==> src/hw/rtl/rshf_pkg.sv <==
// ----------------------------------------------------------------------------
// Ray segment hit fraction package
// Shared widths and defaults for the ray / segment hit fraction pipeline.
// ----------------------------------------------------------------------------
`default_nettype none
package rshf_pkg;
    localparam int IN_W              = 24;
    localparam int DIFF_W            = IN_W + 1;
    localparam int PROD_W            = 2 * DIFF_W;
    localparam int CROSS_W           = PROD_W + 1;
    localparam int TOL_SHIFT         = 8;
    // Coordinate fraction bits. The scale cancels in the hit ratios, so no
    // logic depends on it.
    localparam int COORD_FRAC_BITS   = 8;
    localparam int FRACTION_BITS_DEF = 16;
endpackage
`default_nettype wire

==> src/hw/rtl/rshf_divide.sv <==
// ----------------------------------------------------------------------------
// Ray segment hit fraction classifier and divider
// Normalizes signs, classifies the hit, then runs one restoring division
// step per pipeline stage.
// ----------------------------------------------------------------------------
`default_nettype none
module rshf_divide
    import rshf_pkg::*;
#(
    parameter int FRACTION_BITS = FRACTION_BITS_DEF
)
(
    input  wire logic                        clk,
    input  wire logic                        rst_n,
    input  wire logic                        en,
    input  wire logic                        in_valid,
    input  wire logic signed [CROSS_W-1:0]   d,
    input  wire logic signed [CROSS_W-1:0]   tn,
    input  wire logic signed [CROSS_W-1:0]   un,
    output logic                             out_valid,
    output logic [FRACTION_BITS:0]           frac,
    output logic                             faces
);
    localparam int ST = FRACTION_BITS + 2;
    localparam int MAG_W = CROSS_W;
    localparam int TL_W = CROSS_W + TOL_SHIFT + 1;

    logic [ST-1:0] v_reg;

    // Stage A: sign normalization.
    logic               fa_reg, za_reg;
    logic signed [CROSS_W:0] da_reg, ta_reg, ua_reg;
    // Stage B: classification.
    logic [1:0]         cls_reg [ST-1];
    logic               fc_reg [ST-1];
    logic [MAG_W-1:0]   den_reg [ST-1];
    logic [MAG_W:0]     rem_reg [ST-1];
    logic [FRACTION_BITS-1:0] q_reg [ST-1];

    localparam logic [1:0] CLS_ONE  = 2'd0;
    localparam logic [1:0] CLS_ZERO = 2'd1;
    localparam logic [1:0] CLS_DIV  = 2'd2;

    logic signed [TL_W-1:0] tol;
    logic [1:0] cls_next;

    always_ff @(posedge clk or negedge rst_n)
    begin
        if (!rst_n)
        begin
            v_reg <= '0;
        end
        else if (en)
        begin
            v_reg <= {v_reg[ST-2:0], in_valid};
        end
    end

    // Negate all three when the denominator is negative.
    always_ff @(posedge clk)
    begin
        if (en)
        begin
            fa_reg <= d[CROSS_W-1];
            za_reg <= (d == '0);
            da_reg <= d[CROSS_W-1] ? -(CROSS_W+1)'(d)  : (CROSS_W+1)'(d);
            ta_reg <= d[CROSS_W-1] ? -(CROSS_W+1)'(tn) : (CROSS_W+1)'(tn);
            ua_reg <= d[CROSS_W-1] ? -(CROSS_W+1)'(un) : (CROSS_W+1)'(un);
        end
    end

    // Classify against the segment range and the ray tolerance.
    always_comb
    begin
        tol = (TL_W'(ta_reg) <<< TOL_SHIFT) + TL_W'(da_reg);
        if (za_reg || ua_reg < 0 || ua_reg > da_reg || tol < 0)
        begin
            cls_next = CLS_ONE;
        end
        else if (ta_reg <= 0)
        begin
            cls_next = CLS_ZERO;
        end
        else if (ta_reg >= da_reg)
        begin
            cls_next = CLS_ONE;
        end
        else
        begin
            cls_next = CLS_DIV;
        end
    end

    always_ff @(posedge clk)
    begin
        if (en)
        begin
            cls_reg[0] <= cls_next;
            fc_reg[0]  <= fa_reg;
            den_reg[0] <= MAG_W'(da_reg);
            rem_reg[0] <= (MAG_W+1)'(ta_reg);
            q_reg[0]   <= '0;
        end
    end

    // One quotient bit per stage.
    for (genvar g = 1; g < ST - 1; g++)
    begin : g_step
        logic [MAG_W+1:0] sh;
        logic [MAG_W+1:0] diff;
        assign sh   = {rem_reg[g-1], 1'b0};
        assign diff = sh - (MAG_W+2)'(den_reg[g-1]);
        always_ff @(posedge clk)
        begin
            if (en)
            begin
                cls_reg[g] <= cls_reg[g-1];
                fc_reg[g]  <= fc_reg[g-1];
                den_reg[g] <= den_reg[g-1];
                if (!diff[MAG_W+1])
                begin
                    rem_reg[g] <= diff[MAG_W:0];
                    q_reg[g]   <= {q_reg[g-1][FRACTION_BITS-2:0], 1'b1};
                end
                else
                begin
                    rem_reg[g] <= sh[MAG_W:0];
                    q_reg[g]   <= {q_reg[g-1][FRACTION_BITS-2:0], 1'b0};
                end
            end
        end
    end

    always_comb
    begin
        case (cls_reg[ST-2])
            CLS_ZERO: frac = '0;
            CLS_DIV:  frac = {1'b0, q_reg[ST-2]};
            default:  frac = {1'b1, {FRACTION_BITS{1'b0}}};
        endcase
    end

    assign faces     = fc_reg[ST-2];
    assign out_valid = v_reg[ST-1];
endmodule
`default_nettype wire

==> config.mk <==
export PLATFORM = sky130hd
export DESIGN_NAME = rshf_divide
export DESIGN_NICKNAME = d
export VERILOG_FILES = /design/src/hw/rtl/rshf_pkg.sv /design/src/hw/rtl/rshf_divide.sv
export SDC_FILE = /design/constraint.sdc
export NUM_CORES = 2
export LEC_CHECK = 0
export BUFFER_PORTS_ARGS = -buffer_cell sky130_fd_sc_hd__buf_4
export CAP_MARGIN = 10
export CORE_MARGIN = 2
export CORE_UTILIZATION = 69
export DETAILED_ROUTE_END_ITERATION = 7
export PLACE_DENSITY = 0.86
export SYNTH_ARGS = -nofsm -noshare
export SYNTH_HDL_FRONTEND = slang
export SYNTH_SLANG_ARGS = --single-unit
==> constraint.sdc <==
create_clock -name clk -period 6.9 [get_ports clk]
set_input_delay 1.035 -clock clk [delete_from_list [all_inputs] [get_ports clk]]
set_output_delay 1.035 -clock clk [all_outputs]
set_load 0.01 [all_outputs]
==> flow_summary.json <==
{
  "yosysSeqAreaShare_pct": 49.70,
  "syn_nets": 12763,
  "cp_slowest_stage_delay_ns": 0.82,
  "critPathKind": "reg -> reg",
  "worstPathCellList": "ha_1, a211o_1, o311ai_0, a2bb2oi_1, a2111oi_0, nor3_1, a211oi_1, o221ai_1, a21oi_1, a2111oi_0, buf_2, a2111oi_0, xor2_1",
  "grt_antenna_before_repair": 1,
  "maxCapViolCount": 0,
  "synth.cell_area_mm2": 0.1213,
  "largest_register_ffs": 832,
  "clockPowerShare_pct": 18.9,
  "ir_drop_uv": 279.3,
  "leakagePower_nw": 54.70,
  "cts.clk_slew.worst_paths_ns": 0.06,
  "startpoint_type": "flip-flop",
  "p_sw_w": 0.02378,
  "clock_latency_ns": 0.87,
  "regArea_mm2": 0.06029,
  "cts-htree-levels": 4,
  "seq_power_share_pct": 33.5,
  "syn_to_final_growth_pct": 8.619,
  "initial_utilization_pct": 69.63,
  "cts_setup_buffers": 0,
  "period_minus_slack_ns": 5.735,
  "synth_commonest_cells": "1992 x edfxtp_1, 1094 x nand2_1, 1063 x inv_1",
  "wl_per_cell_um": 20.68,
  "die_y_um": 423.3,
  "worstPathArrival_ns": 6.31,
  "synthTopCellsByArea": "edfxtp_1 49%, ha_1 9.9%, o21ai_0 4.2%",
  "yosysMostFrequentCell": "edfxtp_1",
  "cts_made_buffers": 206,
  "grt_pass1_vias": 92670,
  "yosysTopAreaCellShare_pct": 49.32,
  "rows": 153,
  "yosysUniqueCellTypes": 89,
  "dr.pass1.iters": 8,
  "grt_max_degree": 173,
  "synth_flop_cell": "edfxtp_1",
  "fmax_ghz": 0.1744,
  "multi_input_area_mm2": 0.05555,
  "io-pin-count": 176,
  "root_buffer": "clkbuf_16",
  "clkSinkCount": 2011,
  "synth_cells": 11633,
  "worstMarginPinSlew_ns": 1.118,
  "synth_edf_count": 1992,
  "grt_pass1_wl_um": 467200,
  "setup_tns_ns": 0,
  "drc": 6,
  "grt_overflow": 0,
  "cp.required_ns": 7.48,
  "swShare_pct": 39.78,
  "hold_class": "in -> reg",
  "hold_viol": 0,
  "coreArea_mm2": 0.1742,
  "viasPerCell": 6.417,
  "fin_nets": 12809,
  "clock-skew-final_ns": 0.03440,
  "violations": "design-rule violations",
  "cp_max_fo": 5,
  "synth_async_sr_flop_share_pct": 0.8951,
  "routed-via-count": 91011,
  "ant_nets": 0,
  "die_w_um": 423.3,
  "wl_um": 293300,
  "syn_avg_cell_area_um2": 10.43,
  "synth_top_cell_by_area": "edfxtp_1",
  "cts_tree": "built",
  "cp_slowest_cell": "o311ai_0",
  "drt_iter0_markers": 8029,
  "rsz0062_at_grt": "no",
  "gp_congestion": 1.021,
  "synth_warnings": 0,
  "drive_above_1_share_pct": 6.722,
  "worstSetupEndpointType": "flip-flop",
  "period_share_pct": 83.11,
  "cts_buffer_depth": 3,
  "finalPower_w": 0.05977,
  "powerDensity_mw_per_mm2": 453.7,
  "fillers": 10567,
  "max_slew_margin_pct": 25.21,
  "synth_seq_cells": 2011,
  "setup_viol_count_final": 0,
  "final_util_pct": 75.63,
  "grt.total_usage_pct": 32.24,
  "cts-resized-gates": 0,
  "outcome": "complete, but fails checks",
  "cp_common_cell": "a2111oi_0",
  "port_buffers": 175,
  "dp.final_hpwl_um": 213500,
  "slew_violations": 0,
  "comb_power_share_pct": 47.6,
  "dieArea_mm2": 0.1792,
  "cts-hold-fix-buffers": 1,
  "power.internal_w": 0.03599
}
## stage by stage
stage	cells	hold slack [ns]	setup WS (ns)	area [µm²]
final	14183	0.3875	1.165	131700
after global routing	14182	0.3575	1.055	131700
after global placement	13792	0.4004	0.9305	124800
after floorplan	11633	0.4003	1.315	121300
after detailed placement	13794	0.4045	0.8989	124900
after CTS	14181	0.3311	1.384	131700
## cell type report
class                   count  share of cell area, %
clock buffers             236                  3.998
clock inverters           150                  1.220
flip-flops and latches   2011                  45.76
well taps                2325                  2.208
inverters                1064                  3.031
repair buffers            256                  1.616
multi-input cells        8140                  42.16
diodes                      1               0.001899
## cell usage in the layout, fill, tap and decap left out, drive strengths merged, types with 47 or more instances in the layout
cell       n
a211oi    85
a21o     569
a21oi    961
a31oi     89
and2      83
and3      70
buf      255
clkbuf   236
clkinv   106
edfxtp  1992
ha       958
inv     1069
mux2     131
nand2   1094
nand2b   134
nand3    183
nand4    178
nor2     556
nor2b    115
nor3     106
nor4      50
o211ai    54
o21a      83
o21ai   1019
o21bai   104
o31ai    107
or3       47
xnor2    528
xor2     326
## critical path: cells and delay by family (launching register included)
kind | cells | cell delay, ns
compound gates | 9 | 4.11
flops | 1 | 0.43
fa+ha+maj | 1 | 0.40
simple gates | 1 | 0.20
buf+inv | 1 | 0.20
xor+xnor | 1 | 0.12
## cells by family after synthesis
logic type	count (synthesis)	synth area share (%)
flops	2011	49.70
compound gates	3421	17.43
xor+xnor	854	6.167
buf+inv	1482	4.598
other cells	1	0.003092
simple gates	2750	10.67
fa+ha+maj	973	10.13
mux	141	1.299
## power by group through the flow
stage	Combinational, W	Sequential [W]	Clock [W]
5_1_grt	0.0312	0.0203	0.0119
3_5_place_dp	0.0274	0.0201	0
6_report	0.0284	0.0200	0.0113
4_1_cts	0.0278	0.0199	0.0114
3_3_place_gp	0.0263	0.0200	0
2_1_floorplan	0.0209	0.0194	0
## final timing paths
path | start | endpoint | slack [ns] | depth (start not counted)
max | rem_reg[1][5] | rem_reg[2][51] | 1.17 | 13
min | d[0] | da_reg[0] | 0.39 | 1
max reg2reg | rem_reg[1][5] | rem_reg[2][51] | 1.17 | 13
min reg2reg | q_reg[11][1] | q_reg[12][2] | 0.41 | 0
max in group asynchronous | rst_n | v_reg[2] | 6.08 | 2
min in group asynchronous | rst_n | v_reg[15] | 0.60 | 2
## metal layers
metal | vias up | routed length, µm | global-route usage [%]
met1 | 42648 | 99910 | 32.56
met3 | 1365 | 15410 | 3.653
met2 | 4461 | 155700 | 61.48
met4 | 0 | 22310 | 22.10
li1 | 42537 | - | -
met5 | - | 0 | 0
No activity file was read; power rests on OpenSTA's default activity.
